File: src/rtl/core/telrx_pkg.sv
`timescale 1ns / 1ps
// ----------------------------------------------------------------------------
// telrx_pkg: shared types and codes for the telnet receive command parser
// Telnet command codes, parse states and the event beat passed from the
// parser to the output buffer.
// ----------------------------------------------------------------------------
package telrx_pkg;

    // Telnet command codes
    localparam logic [7:0] CODE_SE   = 8'd240;
    localparam logic [7:0] CODE_SB   = 8'd250;
    localparam logic [7:0] CODE_WILL = 8'd251;
    localparam logic [7:0] CODE_DONT = 8'd254;
    localparam logic [7:0] CODE_IAC  = 8'd255;

    // Error codes carried on an error event
    localparam logic ERR_SE_NO_SB  = 1'b0;
    localparam logic ERR_SB_NESTED = 1'b1;

    typedef enum logic [1:0] {
        ST_DATA   = 2'd0,
        ST_CMD    = 2'd1,
        ST_OPT    = 2'd2,
        ST_SUBOPT = 2'd3
    } t_parse_state;

    typedef enum logic [2:0] {
        EV_DATA   = 3'd0,
        EV_SUBDAT = 3'd1,
        EV_SUBEND = 3'd2,
        EV_CMD    = 3'd3,
        EV_NEG    = 3'd4,
        EV_ERR    = 3'd5
    } t_event_kind;

    typedef struct packed {
        t_event_kind kind;
        logic [7:0]  byte_value;
        logic [7:0]  option_code;
        logic        error_code;
    } t_event;

endpackage

File: src/rtl/core/telrx_parser.sv
`timescale 1ns / 1ps
// ----------------------------------------------------------------------------
// telrx_parser: IAC layer state machine
// Holds the parse state, the pending verb and the open subnegotiation, and
// decodes each accepted byte into at most one event beat.
// ----------------------------------------------------------------------------
module telrx_parser (
    input  logic              i_clk,
    input  logic              i_rst_n,
    input  logic              i_accept,
    input  logic [7:0]        i_rx_byte,
    output logic              o_ev_valid,
    output telrx_pkg::t_event o_ev
);
    import telrx_pkg::*;

    t_parse_state r_state, n_state;
    logic         r_sub_active, n_sub_active;
    logic [7:0]   r_sub_option, n_sub_option;
    logic [7:0]   r_neg_verb, n_neg_verb;
    logic         ev_has;
    t_event       ev;
    t_event       ev_plain;

    // Plain byte: data, or subnegotiation data while one is open
    always_comb begin
        ev_plain             = '0;
        ev_plain.byte_value  = i_rx_byte;
        if (r_sub_active) begin
            ev_plain.kind        = EV_SUBDAT;
            ev_plain.option_code = r_sub_option;
        end else begin
            ev_plain.kind        = EV_DATA;
        end
    end

    // Next state and event decode
    always_comb begin
        n_state      = r_state;
        n_sub_active = r_sub_active;
        n_sub_option = r_sub_option;
        n_neg_verb   = r_neg_verb;
        ev_has       = 1'b0;
        ev           = '0;
        ev.kind      = EV_DATA;
        unique case (r_state)
            ST_DATA: begin
                if (i_rx_byte == CODE_IAC) begin
                    n_state = ST_CMD;
                end else begin
                    ev_has = 1'b1;
                    ev     = ev_plain;
                end
            end
            ST_CMD: begin
                n_state = ST_DATA;
                priority if (i_rx_byte == CODE_SE) begin
                    ev_has = 1'b1;
                    if (r_sub_active) begin
                        ev.kind        = EV_SUBEND;
                        ev.option_code = r_sub_option;
                        n_sub_active   = 1'b0;
                        n_sub_option   = '0;
                    end else begin
                        ev.kind       = EV_ERR;
                        ev.error_code = ERR_SE_NO_SB;
                    end
                end else if (i_rx_byte == CODE_SB) begin
                    if (r_sub_active) begin
                        ev_has        = 1'b1;
                        ev.kind       = EV_ERR;
                        ev.error_code = ERR_SB_NESTED;
                    end else begin
                        n_state = ST_SUBOPT;
                    end
                end else if (i_rx_byte >= CODE_WILL && i_rx_byte <= CODE_DONT) begin
                    n_neg_verb = i_rx_byte;
                    n_state    = ST_OPT;
                end else if (i_rx_byte == CODE_IAC) begin
                    // escaped IAC is a data byte
                    ev_has = 1'b1;
                    ev     = ev_plain;
                end else begin
                    ev_has        = 1'b1;
                    ev.kind       = EV_CMD;
                    ev.byte_value = i_rx_byte;
                end
            end
            ST_OPT: begin
                n_state        = ST_DATA;
                ev_has         = 1'b1;
                ev.kind        = EV_NEG;
                ev.byte_value  = r_neg_verb;
                ev.option_code = i_rx_byte;
            end
            ST_SUBOPT: begin
                n_state      = ST_DATA;
                n_sub_active = 1'b1;
                n_sub_option = i_rx_byte;
            end
            default: begin
                n_state = ST_DATA;
            end
        endcase
    end

    // State registers, updated on each accepted beat
    always_ff @(posedge i_clk) begin
        if (!i_rst_n) begin
            r_state      <= ST_DATA;
            r_sub_active <= 1'b0;
            r_sub_option <= '0;
            r_neg_verb   <= '0;
        end else if (i_accept) begin
            r_state      <= n_state;
            r_sub_active <= n_sub_active;
            r_sub_option <= n_sub_option;
            r_neg_verb   <= n_neg_verb;
        end
    end

    assign o_ev_valid = i_accept && ev_has;
    assign o_ev       = ev;

`ifndef NO_ASSERTIONS
    // Subnegotiation end closes the subnegotiation
    a_subend_closes: assert property (@(posedge i_clk) disable iff (!i_rst_n)
        o_ev_valid && o_ev.kind == EV_SUBEND |=> !r_sub_active && r_sub_option == 8'd0)
        else $error("subnegotiation still open after its end event");

    // Nested SB error keeps the open subnegotiation
    a_nested_keeps: assert property (@(posedge i_clk) disable iff (!i_rst_n)
        o_ev_valid && o_ev.kind == EV_ERR && o_ev.error_code == ERR_SB_NESTED
        |=> r_sub_active && r_state == ST_DATA)
        else $error("nested SB error lost the open subnegotiation");

    // A subnegotiation option byte always opens a subnegotiation
    a_subopt_opens: assert property (@(posedge i_clk) disable iff (!i_rst_n)
        i_accept && r_state == ST_SUBOPT |=> r_sub_active && r_sub_option == $past(i_rx_byte))
        else $error("subnegotiation option not captured");
`endif

endmodule

File: src/rtl/core/telrx_outbuf.sv
`timescale 1ns / 1ps
// ----------------------------------------------------------------------------
// telrx_outbuf: result register with skid stage
// Holds the event beat for the output channel; a skid register takes one
// more beat while the output is stalled so the input side keeps flowing.
// ----------------------------------------------------------------------------
module telrx_outbuf (
    input  logic              i_clk,
    input  logic              i_rst_n,
    input  logic              i_push,
    input  telrx_pkg::t_event i_ev,
    output logic              o_full,
    output logic              o_valid,
    input  logic              i_stall,
    output telrx_pkg::t_event o_ev
);
    import telrx_pkg::*;

    logic   r_out_valid;
    logic   r_skid_valid;
    t_event r_out;
    t_event r_skid;
    logic   out_free;

    assign out_free = !r_out_valid || !i_stall;

    // Valid flags
    always_ff @(posedge i_clk) begin
        if (!i_rst_n) begin
            r_out_valid  <= 1'b0;
            r_skid_valid <= 1'b0;
        end else if (out_free) begin
            r_out_valid  <= r_skid_valid || i_push;
            r_skid_valid <= 1'b0;
        end else if (i_push) begin
            r_skid_valid <= 1'b1;
        end
    end

    // Payload, no reset needed
    always_ff @(posedge i_clk) begin
        if (out_free) begin
            r_out <= r_skid_valid ? r_skid : i_ev;
        end else if (i_push) begin
            r_skid <= i_ev;
        end
    end

    assign o_full  = r_skid_valid;
    assign o_valid = r_out_valid;
    assign o_ev    = r_out;

`ifndef NO_ASSERTIONS
    // Skid only fills behind a held output beat
    a_skid_behind_out: assert property (@(posedge i_clk) disable iff (!i_rst_n)
        r_skid_valid |-> r_out_valid)
        else $error("skid beat without output beat");

    // A beat pushed against a stalled output lands in the skid
    a_push_to_skid: assert property (@(posedge i_clk) disable iff (!i_rst_n)
        i_push && r_out_valid && i_stall |=> r_skid_valid && r_skid == $past(i_ev))
        else $error("beat lost while output stalled");

    // Skid drains into the output when the receiver takes a beat
    a_skid_drain: assert property (@(posedge i_clk) disable iff (!i_rst_n)
        r_skid_valid && !i_stall |=> r_out_valid && !r_skid_valid && r_out == $past(r_skid))
        else $error("skid beat not moved to output");
`endif

endmodule

File: src/rtl/core/telnet_receive_command_parser_top.sv
`timescale 1ns / 1ps
// ----------------------------------------------------------------------------
// telnet_receive_command_parser_top: telnet IAC receive parser
// Usage:
//   Input channel: one received telnet byte per beat on i_rx_byte, with
//   i_valid / o_stall. A beat is taken when i_valid is high and o_stall low.
//   Output channel: at most one event per input beat on o_event_kind,
//   o_byte_value, o_option_code, o_error_code, with o_valid / i_stall.
//   Bytes that only advance the parse (IAC, a verb, SB, the option after SB) give no event.
//   Throughput: one byte per cycle while o_stall is low; the state machine
//   decides each byte in the cycle it is taken and writes the event into the
//   result register (the skid register while the output is stalled).
//   Receiver stall: the result register holds its beat and a skid register
//   takes one more event; o_stall rises only while the skid is occupied,
//   so no event is lost or repeated.
//   Reset (synchronous, active low): parser returns to the data state with
//   no subnegotiation open and no pending verb; both output registers
//   are emptied. No clearing pass is needed.
// ----------------------------------------------------------------------------
module telnet_receive_command_parser_top (
    input  logic       i_clk,
    input  logic       i_rst_n,
    input  logic       i_valid,
    output logic       o_stall,
    input  logic [7:0] i_rx_byte,
    output logic       o_valid,
    input  logic       i_stall,
    output logic [2:0] o_event_kind,
    output logic [7:0] o_byte_value,
    output logic [7:0] o_option_code,
    output logic       o_error_code
);
    import telrx_pkg::*;

    logic   accept;
    logic   ev_valid;
    t_event ev;
    t_event out_ev;
    logic   buf_full;

    assign accept  = i_valid && !buf_full;
    assign o_stall = buf_full;

    telrx_parser u_parser (
        .i_clk      (i_clk),
        .i_rst_n    (i_rst_n),
        .i_accept   (accept),
        .i_rx_byte  (i_rx_byte),
        .o_ev_valid (ev_valid),
        .o_ev       (ev)
    );

    telrx_outbuf u_outbuf (
        .i_clk   (i_clk),
        .i_rst_n (i_rst_n),
        .i_push  (ev_valid),
        .i_ev    (ev),
        .o_full  (buf_full),
        .o_valid (o_valid),
        .i_stall (i_stall),
        .o_ev    (out_ev)
    );

    assign o_event_kind  = out_ev.kind;
    assign o_byte_value  = out_ev.byte_value;
    assign o_option_code = out_ev.option_code;
    assign o_error_code  = out_ev.error_code;

endmodule

File: config.mk
export PLATFORM = sky130hd
export DESIGN_NAME = telnet_receive_command_parser_top
export DESIGN_NICKNAME = d
export VERILOG_FILES = /design/src/rtl/core/telrx_pkg.sv /design/src/rtl/core/telrx_parser.sv /design/src/rtl/core/telrx_outbuf.sv /design/src/rtl/core/telnet_receive_command_parser_top.sv
export SDC_FILE = /design/constraint.sdc
export NUM_CORES = 1
export LEC_CHECK = 0
export ABC_AREA = 1
export BUFFER_PORTS_ARGS = -buffer_cell sky130_fd_sc_hd__buf_2
export CORE_UTILIZATION = 54
export CTS_BUF_LIST = sky130_fd_sc_hd__clkbuf_4 sky130_fd_sc_hd__clkbuf_8
export CTS_CLUSTER_SIZE = 16
export DETAILED_ROUTE_END_ITERATION = 16
export MAX_ROUTING_LAYER = met4
export PLACE_DENSITY_LB_ADDON = 0.12
export SLEW_MARGIN = 5
export SYNTH_ARGS = -nofsm -noshare
export SYNTH_HDL_FRONTEND = slang
export SYNTH_SLANG_ARGS = --single-unit
File: constraint.sdc
create_clock -name i_clk -period 4.4 [get_ports i_clk]
set_clock_uncertainty 0.2 [all_clocks]
set_input_delay 1.32 -clock i_clk [delete_from_list [all_inputs] [get_ports i_clk]]
set_output_delay 1.32 -clock i_clk [all_outputs]
set_load 0.005 [all_outputs]
==> flow_summary_export.csv, run 1 <==
group,metric,value,unit
worst_setup_path,cp_cell_sequence,"buf_2 > nand2_2 > nor2_8 > nand3_2 > o211ai_2 > nand3_1 > nor2_1 > buf_4",
place,io_buffers,33,
timing,fin_hold_ws,0.272,ns
yosys,yosys.area.top_type_share,0.403,
detailed_routing,wl,6350,µm
floorplan,die_w,76.3,µm
floorplan,core_area,0.00520,mm²
global_route,grt_usage,0.246,
timing,setup_violations,0,
timing,setup_tns,0,ns
place,pre_cts_slack,1.10,ns
yosys,synth_area,0.00298,mm²
timing,slew_violations,0,
timing,layout_setup_ws,1.43,ns
worst_setup_path,r2r-end,"u_outbuf.r_skid[1]",
clocking,cts_setup_buffers,0,
yosys,syn_nets,361,
floorplan,dieArea,0.00582,mm²
detailed_routing,drt-met1-wl,3000,µm
global_route,grt_pass1_wl,10600,µm
hold_path,min_to,"u_parser.r_neg_verb[5]",
clocking,cts_buffers,9,
hold_path,hold_depth,2,
flow_run,maxCapViolCount,0,
yosys,netlist_instances,349,
yosys,avgSynthCellArea,8.54,µm²
timing,tightest_slew,1.10,ns
global_route,grt_start_max_net_pins,28,
floorplan,rows,26,
worst_setup_path,ff2ff_path_depth,9,
timing,finalCritPeriodShare,0.676,
yosys,synth-seq-cells,61,
clocking,cts.hold.buffers_added,0,
yosys,ys.warnings.count,0,
detailed_routing,drc,0,
worst_setup_path,cp_max_fo,20,
hold_path,hold_start,"u_parser.r_neg_verb[5]",
detailed_routing,drt_first_pass_iters,5,
yosys,synth_area_leaders,"edfxtp_1 (40%), dfxtp_1 (14%), nand2_1 (13%)",
final_layout,fin_util,0.643,
final_layout,num_antenna_cells,0,
global_route,grt_pass1_vias,2120,
final_layout,nNetsFinal,389,
place,place_congestion,0.914,
global_route,antenna_found_initial,0,
hold_path,hold_path_class,"reg2reg",
detailed_routing,drtAntennaViolNets,0,
yosys,ys_types,32,
clocking,cts_resized,0,
clocking,cts_tree,"built",
clocking,h-tree-depth,3,
floorplan,start_util,0.572,
clocking,root_buffer,"clkbuf_8",
detailed_routing,initialDrtViolationCount,220,
detailed_routing,dr_wl_met2,2840,µm
clocking,clockBufferDepth,2,
worst_setup_path,cp-end-kind,"flop",
timing,rsz0062_at_grt,"false",
timing,hold_viol_final,0,
worst_setup_path,regToRegSetupSlack,1.75,ns
clocking,clkTransAtPathRegs,0.06,ns
detailed_routing,wl_per_cell,14.0,µm
yosys,synth_edf_count,40,
floorplan,num_io_pins,34,
worst_setup_path,cp.required,4.22,ns
clocking,cts.sinks,61,
global_route,overflow,0,
timing,fmax,336,MHz
timing,slew_headroom,0.267,
detailed_routing,wl_met3,390,µm
detailed_routing,vias,2431,
floorplan,fp.dieH,76.3,µm
worst_setup_path,cp_slowest_cell,"buf_4",
detailed_routing,vias_per_cell,5.38,
final_layout,syn_to_final_growth,12.3,%
worst_setup_path,critPathKind,"in2reg",
power_and_ir_drop,max-vdd-ir-drop,179,µV
yosys,synthArstFlopShare,0,
outcome,status,"completed",
worst_setup_path,cp_slowest_stage_delay,0.29,ns
power_and_ir_drop,p_per_area,373,mW/mm²
clocking,clk-insertion-delay-late,0.34,ns
worst_setup_path,worst_ep_arrival_time,2.79,ns
yosys,synthFlopType,"edfxtp_1",
place,placed_area,0.00316,mm²
final_layout,drive_gt1_frac,0.173,
timing,finalCriticalPeriod,2.97,ns
worst_setup_path,r2r_start,"u_outbuf.o_full",
final_layout,postLayoutCellArea,0.00335,mm²
yosys,yosysTopAreaCell,"edfxtp_1",
yosys,yosysSeqAreaShare,0.544,
place,dp_hpwl,4290,µm
detailed_routing,highest_layer,"met4",
power_and_ir_drop,p_leak,0.00149,µW
worst_setup_path,setup.worst_path.start_class,"primary input",
-- cell families (layout without fill, tap and decap cells) --
logic type	after synthesis	count (layout)	synth area share
buf+inv	41	74	0.0617
flops	61	61	0.544
simple gates	204	204	0.318
compound gates	43	43	0.0760
-- stage by stage --
step           total power, µW  instances
2_1_floorplan              735        349
3_3_place_gp               778        436
3_5_place_dp               779        436
4_1_cts                   1260        452
5_1_grt                   1300        452
6_report                  1250        452
-- power breakdown --
group / switching [µW] / internal, µW / total [µW]
registers: 9.54 / 644 / 653
clock network: 209 / 270 / 479
logic: 76.8 / 38.1 / 115
total: 296 / 952 / 1250
-- layer usage --
metal  up-vias  global-route usage
met2        99               0.350
li1       1223                   -
met1      1100               0.340
met4         0               0.104
met5         -                   -
met3         9              0.0551
-- placed cells by master (no fill, tap or decap), drive strengths merged --
cell	synthesis	final
nor2	38	38
a31oi	1	1
a21oi	24	24
o211ai	2	2
or2	1	1
edfxtp	40	40
nand3b	1	1
nand3	41	41
dfxtp	21	21
bufinv	0	1
clkinv	2	5
nor3	1	1
clkinvlp	0	1
nand4	12	12
o21ai	16	16
nand2	110	110
buf	10	35
inv	21	21
clkbuf	8	11
-- worst max path at each step --
stage | endpoint | startpoint | slack, ns | cells after the start
6_report | u_outbuf.r_skid[1] | i_rx_byte[4] | 1.43 | 8
5_1_grt | u_outbuf.r_skid[10] | i_rx_byte[6] | 1.20 | 8
4_1_cts | u_outbuf.r_skid[9] | i_rx_byte[6] | 1.46 | 8
3_5_place_dp | u_outbuf.r_skid[7] | i_rx_byte[6] | 1.10 | 8
3_3_place_gp | u_outbuf.r_skid[5] | i_rx_byte[6] | 1.13 | 8
2_1_floorplan | u_outbuf.r_skid[0] | i_rx_byte[3] | 0.76 | 8
-- state kept, by name, indices dropped and copies added, names as in the netlist --
register	count
u_outbuf.o_ev	20
u_outbuf.r_skid	20
u_parser.r_neg_verb	8
u_parser.r_sub_option	8
u_parser.r_state	2
u_outbuf.o_full	1
u_outbuf.o_valid	1
u_parser.r_sub_active	1
-- area by class of cell --
class	count	area, µm²
sequential	61	1620
multi-input combinational	247	1170
clock inverter	5	51.3
timing repair buffer	35	180
inverter	23	93.8
fill	472	1860
clock buffer	11	139
tap	70	87.6
-- worst max-delay path, delay by kind of cell --
kind,cells,cell delay (ns)
buffers and inverters,2,0.44
and+or+nand+nor,5,0.79
AOI/OAI and AO/OA,1,0.24
-- cells in the mapped netlist (2+ instances only) --
master	instances
a21oi_1	24
nand4_1	11
nand2_2	3
nor2_8	2
buf_2	5
buf_4	2
o21ai_0	6
buf_1	2
o21ai_1	10
clkbuf_1	7
dfxtp_1	21
inv_1	19
edfxtp_1	40
nand3_2	2
nand2_1	107
nand3_1	38
nor2_1	35
(Power assumes the default switching activity.)
==> run 2, diff against run 1 <==
==> constraint.sdc (replaced) <==
create_clock -name i_clk -period 2.8 [get_ports i_clk]
set_clock_uncertainty 0.2 [all_clocks]
set_input_delay 0.84 -clock i_clk [delete_from_list [all_inputs] [get_ports i_clk]]
set_output_delay 0.84 -clock i_clk [all_outputs]
set_load 0.005 [all_outputs]
==> run 2 against run 1 <==
Sequential power increased by 58%. Critical endpoint is now u_parser.r_neg_verb[0]. Count of clock-buffer cells in the layout decreased by 1. Combinational power increased by 66%. Cell count increased by 1.5%. Wire length increased by 5.7%. Cell area increased by 3.7%. Sequential share of layout area decreased by 1.7 points. Core utilization increased by 2.4 points. Sequential cell count unchanged. Setup slack got worse by 0.98 ns. Die area unchanged.
==> flow_summary_export.csv, run 2 (synthesized netlist as in run 1, its figures left out) <==
group,metric,value,unit
timing,hold_viol_final,0,
final_layout,layout_common_cells,"nand2_1 (107), edfxtp_1 (40), nand3_1 (38)",
power_and_ir_drop,power_frac_comb,0.088,
global_route,grt_usage,0.264,
clocking,clkTransAtPathRegs,0.07,ns
floorplan,die_w,76.3,µm
floorplan,num_io_pins,34,
final_layout,drive_gt1_frac,0.193,
worst_setup_path,cp-startpoint,"i_rx_byte[7]",
place,io_buffers,33,
floorplan,dieArea,0.00582,mm²
power_and_ir_drop,max-vdd-ir-drop,350,µV
clocking,root_buffer,"clkbuf_8",
hold_path,hold_path_class,"reg2reg",
timing,fmax,424,MHz
clocking,cts_tree,"built",
detailed_routing,drt_first_pass_iters,5,
worst_setup_path,r2r_start,"u_parser.r_state[0]",
final_layout,fin_util,0.667,
power_and_ir_drop,power,2180,µW
timing,finalCritPeriodShare,0.842,
global_route,overflow,0,
final_layout,final_common_cell,"nand2_1",
worst_setup_path,cp-end-kind,"flop",
outcome,status,"completed",
worst_setup_path,setup.worst_path.start_class,"primary input",
detailed_routing,wl_per_cell,14.6,µm
power_and_ir_drop,seq_power_share,0.472,
worst_setup_path,critPathKind,"in2reg",
floorplan,core_area,0.00520,mm²
detailed_routing,wl,6710,µm
detailed_routing,drc,0,
global_route,grt_pass1_wl,11400,µm
worst_setup_path,cp.required,2.87,ns
timing,tightest_slew,0.739,ns
detailed_routing,initialDrtViolationCount,206,
detailed_routing,drtAntennaViolNets,0,
clocking,cts_resized,0,
place,dp_hpwl,4560,µm
clocking,clk-insertion-delay-late,0.34,ns
final_layout,nNetsFinal,396,
power_and_ir_drop,p_int,1680,µW
clocking,h-tree-depth,3,
clocking,cts_buffers,9,
final_layout,syn_to_final_growth,16.5,%
floorplan,fp.dieH,76.3,µm
floorplan,rows,26,
place,place_congestion,0.950,
timing,setup_violations,0,
flow_run,maxCapViolCount,0,
clocking,cts.sinks,61,
clocking,cts_setup_buffers,0,
worst_setup_path,worst_ep_arrival_time,2.43,ns
hold_path,hold_start,"u_parser.r_neg_verb[4]",
timing,slew_headroom,0.507,
detailed_routing,vias_per_cell,5.34,
final_layout,num_antenna_cells,0,
power_and_ir_drop,clkPwrFrac,0.441,
timing,setup_tns,0,ns
clocking,cts.hold.buffers_added,0,
place,placed_area,0.00323,mm²
detailed_routing,vias,2451,
place,dp.cells,443,
power_and_ir_drop,p_per_area,627,mW/mm²
power_and_ir_drop,p_leak,0.00155,µW
timing,finalCriticalPeriod,2.36,ns
power_and_ir_drop,p_sw_frac,0.229,
floorplan,start_util,0.572,
power_and_ir_drop,switching_power,499,µW
timing,slew_violations,0,
timing,rsz0062_at_grt,"false",
worst_setup_path,cp_max_fo,11,
global_route,grt_start_max_net_pins,23,
global_route,antenna_found_initial,0,
final_layout,fin_cells,459,
final_layout,postLayoutCellArea,0.00347,mm²
global_route,grt_pass1_vias,2302,
clocking,clockBufferDepth,2,
run 2: layout make-up:
cell class                      count  area (µm²)
Clock inverter                      6         111
Fill cell                         452        1730
Clock buffer                       10         131
Multi-Input combinational cell    247        1180
Timing Repair Buffer               42         245
Tap cell                           70        87.6
Sequential cell                    61        1620
Inverter                           23        93.8
run 2: power groups by stage:
stage	logic, µW	registers [µW]	clock network (µW)
after floorplan	108	1050	0
after global placement	188	1040	0
after detailed placement	189	1050	0
after CTS	191	1030	966
after global routing	213	1030	1010
final	191	1030	959
run 2: layer usage:
| layer | up-vias | global-route usage | share of wire |
|---|---|---|---|
| li1 | 1240 | - | - |
| met3 | 14 | 0.0323 | 0.060 |
| met2 | 97 | 0.380 | 0.45 |
| met1 | 1100 | 0.365 | 0.47 |
| met4 | 0 | 0.140 | 0.018 |
| met5 | - | - | 0 |
run 2: final timing paths:
path                            endpoint  slack, ns  cells past startpoint
hold / removal    u_parser.r_neg_verb[4]       0.27                      2
setup reg to reg      u_outbuf.r_skid[2]       0.57                      7
setup / recovery  u_parser.r_neg_verb[0]       0.44                      7
hold reg to reg   u_parser.r_neg_verb[4]       0.27                      2
run 2: worst max-delay path: stages:
cell and delay (ns):
buf_2 0.18, nand2_2 0.11, nor2_8 0.21, nand4_4 0.20, nor2_1 0.59, o21ai_0 0.16, a21oi_1 0.13
run 2: stage by stage:
stage                     setup WS, ns  hold slack, ns
after detailed placement         0.129           0.264
after floorplan                  0.151           0.239
after global placement           0.162           0.258
final                            0.443           0.274
after global routing             0.195           0.321
after CTS                        0.482           0.280
==> run 3, diff against run 2 <==
--- a/config.mk
+++ b/config.mk
@@ -5,7 +5,7 @@
 export SDC_FILE = /design/constraint.sdc
 export NUM_CORES = 1
 export LEC_CHECK = 0
-export ABC_AREA = 1
+export ABC_AREA = 0
 export BUFFER_PORTS_ARGS = -buffer_cell sky130_fd_sc_hd__buf_2
 export CORE_UTILIZATION = 54
 export CTS_BUF_LIST = sky130_fd_sc_hd__clkbuf_4 sky130_fd_sc_hd__clkbuf_8
==> constraint.sdc (replaced) <==
create_clock -name i_clk -period 2.2 [get_ports i_clk]
set_clock_uncertainty 0.2 [all_clocks]
set_input_delay 0.66 -clock i_clk [delete_from_list [all_inputs] [get_ports i_clk]]
set_output_delay 0.66 -clock i_clk [all_outputs]
set_load 0.005 [all_outputs]
==> run 3 against run 2 <==
Setup slack worse by 0.34 ns. Sequential share of layout area is 1.5 points lower. Count of clock-buffer cells in the layout did not move. Clock power up 28%. Register-to-register slack worse by 0.25 ns. Synthesized cell count fell by 30%. Critical path type unchanged. Critical endpoint is now u_outbuf.o_ev[9]. Highest routed layer unchanged.
==> flow_summary_export.csv, run 3 <==
group,metric,value,unit
final_layout,num_antenna_cells,0,
timing,rsz0062_at_grt,"false",
detailed_routing,wl,6360,µm
global_route,antenna_found_initial,0,
final_layout,final_common_cell,"edfxtp_1",
worst_setup_path,cp-end-kind,"flop",
timing,hold_viol_final,0,
yosys,yosys.area.top_type_share,0.416,
clocking,clk-insertion-delay-late,0.34,ns
place,place_congestion,0.939,
hold_path,hold_start,"u_parser.r_neg_verb[2]",
power_and_ir_drop,p_per_area,747,mW/mm²
floorplan,core_area,0.00514,mm²
clocking,cts_tree,"built",
yosys,synth.most_common_cell,"edfxtp_1",
worst_setup_path,cp_max_fo,16,
global_route,overflow,0,
final_layout,syn_to_final_growth,24.3,%
detailed_routing,vias,2230,
worst_setup_path,cp_slowest_stage_delay,0.42,ns
floorplan,start_util,0.561,
global_route,grt_usage,0.262,
place,io_buffers,33,
worst_setup_path,regToRegSetupSlack,0.32,ns
yosys,synth_edf_count,40,
outcome,status,"completed",
worst_setup_path,critPathKind,"in2reg",
yosys,synth_area_leaders,"edfxtp_1 (42%), dfxtp_1 (15%), a22o_1 (9.7%)",
detailed_routing,initialDrtViolationCount,173,
detailed_routing,drt_first_pass_iters,4,
worst_setup_path,setup.worst_path.start_class,"primary input",
worst_setup_path,cp_cell_sequence,"buf_2 > buf_4 > or4_4 > o211ai_2 > a21oi_4 > a221o_1",
clocking,root_buffer,"clkbuf_8",
clocking,clockBufferDepth,2,
worst_setup_path,ff2ff_path_depth,4,
floorplan,dieArea,0.00564,mm²
yosys,ys.warnings.count,0,
clocking,h-tree-depth,3,
yosys,netlist_instances,243,
floorplan,fp.dieH,75.1,µm
yosys,yosys-top-cells-count,"edfxtp_1 (40), a22o_1 (32), dfxtp_1 (21)",
worst_setup_path,cp_slowest_cell,"or4_4",
floorplan,num_io_pins,34,
global_route,grt_start_max_net_pins,25,
timing,setup_violations,0,
final_layout,fin_cells,375,
yosys,synthFlopType,"edfxtp_1",
timing,finalCritPeriodShare,0.954,
place,dp.cells,359,
final_layout,layout_common_cells,"edfxtp_1 (40), buf_4 (35), buf_2 (33)",
place,dp_hpwl,4160,µm
detailed_routing,drc,0,
power_and_ir_drop,max-vdd-ir-drop,485,µV
worst_setup_path,cp.required,2.09,ns
clocking,cts_setup_buffers,0,
worst_setup_path,r2r_start,"u_parser.r_state[0]",
detailed_routing,wl_per_cell,16.9,µm
worst_setup_path,worst_ep_arrival_time,1.99,ns
power_and_ir_drop,p_leak,0.00150,µW
final_layout,drive_gt1_frac,0.338,
detailed_routing,drtAntennaViolNets,0,
yosys,yosysSeqAreaShare,0.562,
floorplan,rows,26,
global_route,grt_pass1_vias,2114,
yosys,synthArstFlopShare,0,
timing,fmax,476,MHz
timing,slew_violations,0,
worst_setup_path,r2r-end,"u_outbuf.o_ev[1]",
yosys,syn_nets,255,
floorplan,die_w,75.1,µm
detailed_routing,vias_per_cell,5.95,
clocking,cts_buffers,9,
timing,finalCriticalPeriod,2.10,ns
clocking,cts.sinks,61,
hold_path,min_to,"u_parser.r_neg_verb[2]",
hold_path,hold_depth,2,
yosys,ys_types,46,
yosys,yosysTopAreaCell,"edfxtp_1",
final_layout,nNetsFinal,312,
timing,tightest_slew,0.516,ns
timing,slew_headroom,0.655,
final_layout,postLayoutCellArea,0.00359,mm²
final_layout,fillers,400,
hold_path,hold_path_class,"reg2reg",
yosys,synth-seq-cells,61,
clocking,clkTransAtPathRegs,0.07,ns
yosys,avgSynthCellArea,11.9,µm²
yosys,synth_area,0.00289,mm²
place,placed_area,0.00333,mm²
flow_run,maxCapViolCount,0,
global_route,grt_pass1_wl,10300,µm
[run 3: cell types whose count changed in the layout (fill, tap and decap cells not counted), moves of 16 or more]
cell / delta
nor2_1: -30
a22o_1: +32
nand2_1: -89
a21oi_1: -20
buf_4: +27
inv_1: -16
nand3_1: -35
[run 3: cells by family after synthesis]
logic type | count (synthesis) | share of synthesized area
AO/OA/AOI/OAI | 84 | 0.242
buffers and inverters | 26 | 0.0434
flip-flops | 61 | 0.562
XOR/XNOR | 1 | 0.00304
AND/OR/NAND/NOR | 65 | 0.127
multiplexers | 6 | 0.0221
[run 3: metal layers]
| metal | vias to the layer above | global-route usage | wire length (µm) |
|---|---|---|---|
| met5 | - | - | 0 |
| met4 | 0 | 0.109 | 117 |
| met3 | 14 | 0.0509 | 239 |
| met2 | 64 | 0.397 | 2960 |
| met1 | 1080 | 0.345 | 3040 |
| li1 | 1072 | - | - |
[run 3: cell type report]
type | instances | area [µm²] | area share
sequential | 61 | 1620 | 0.452
multi-input combinational | 156 | 1170 | 0.327
inverter | 3 | 11.3 | 0.00314
tap | 70 | 87.6 | 0.0244
clock inverter | 6 | 109 | 0.0304
clock buffer | 10 | 138 | 0.0384
timing repair buffer | 69 | 448 | 0.125
[run 3: metrics by stage]
stage / setup WS, ns / setup TNS, ns / utilization / hold WS, ns / power [µW]
5_1_grt: 0.0348 / 0 / 0.698 / 0.320 / 2770
4_1_cts: 0.111 / 0 / 0.698 / 0.291 / 2690
3_5_place_dp: -0.367 / -14.06 / 0.648 / 0.280 / 1470
2_1_floorplan: -0.229 / -5.03 / - / 0.246 / 1390
6_report: 0.101 / 0 / 0.698 / 0.291 / 2680
3_3_place_gp: -0.347 / -13.58 / 0.648 / 0.263 / 1470
[run 3: worst max-delay path by stage]
| stage | from | endpoint | slack (ns) | cells past startpoint |
|---|---|---|---|---|
| floorplan | i_rx_byte[6] | u_outbuf.r_skid[0] | -0.23 | 5 |
| global placement | i_rx_byte[6] | u_outbuf.r_skid[7] | -0.35 | 5 |
| detailed placement | i_rx_byte[6] | u_outbuf.o_ev[1] | -0.37 | 5 |
| CTS | i_rx_byte[1] | u_outbuf.o_ev[9] | 0.11 | 6 |
| global route | i_rx_byte[1] | u_outbuf.o_ev[18] | 0.03 | 6 |
| finish | i_rx_byte[1] | u_outbuf.o_ev[9] | 0.10 | 6 |
[run 3: critical path: cells and delay by family]
kind,cells,cell delay (ns)
compound gates,3,0.62
simple gates,1,0.42
buf+inv,2,0.28
[run 3: power breakdown]
part / internal, µW / switching, µW / leakage [µW]
Sequential: 1250 / 8.80 / 0.000590
Clock: 783 / 451 / 0.000127
Combinational: 83.0 / 99.1 / 0.000786
[run 3: repair_timing]
action	in CTS	in global routing
resized for setup	1	0
setup endpoints to repair	5	0
hold buffers	0	0
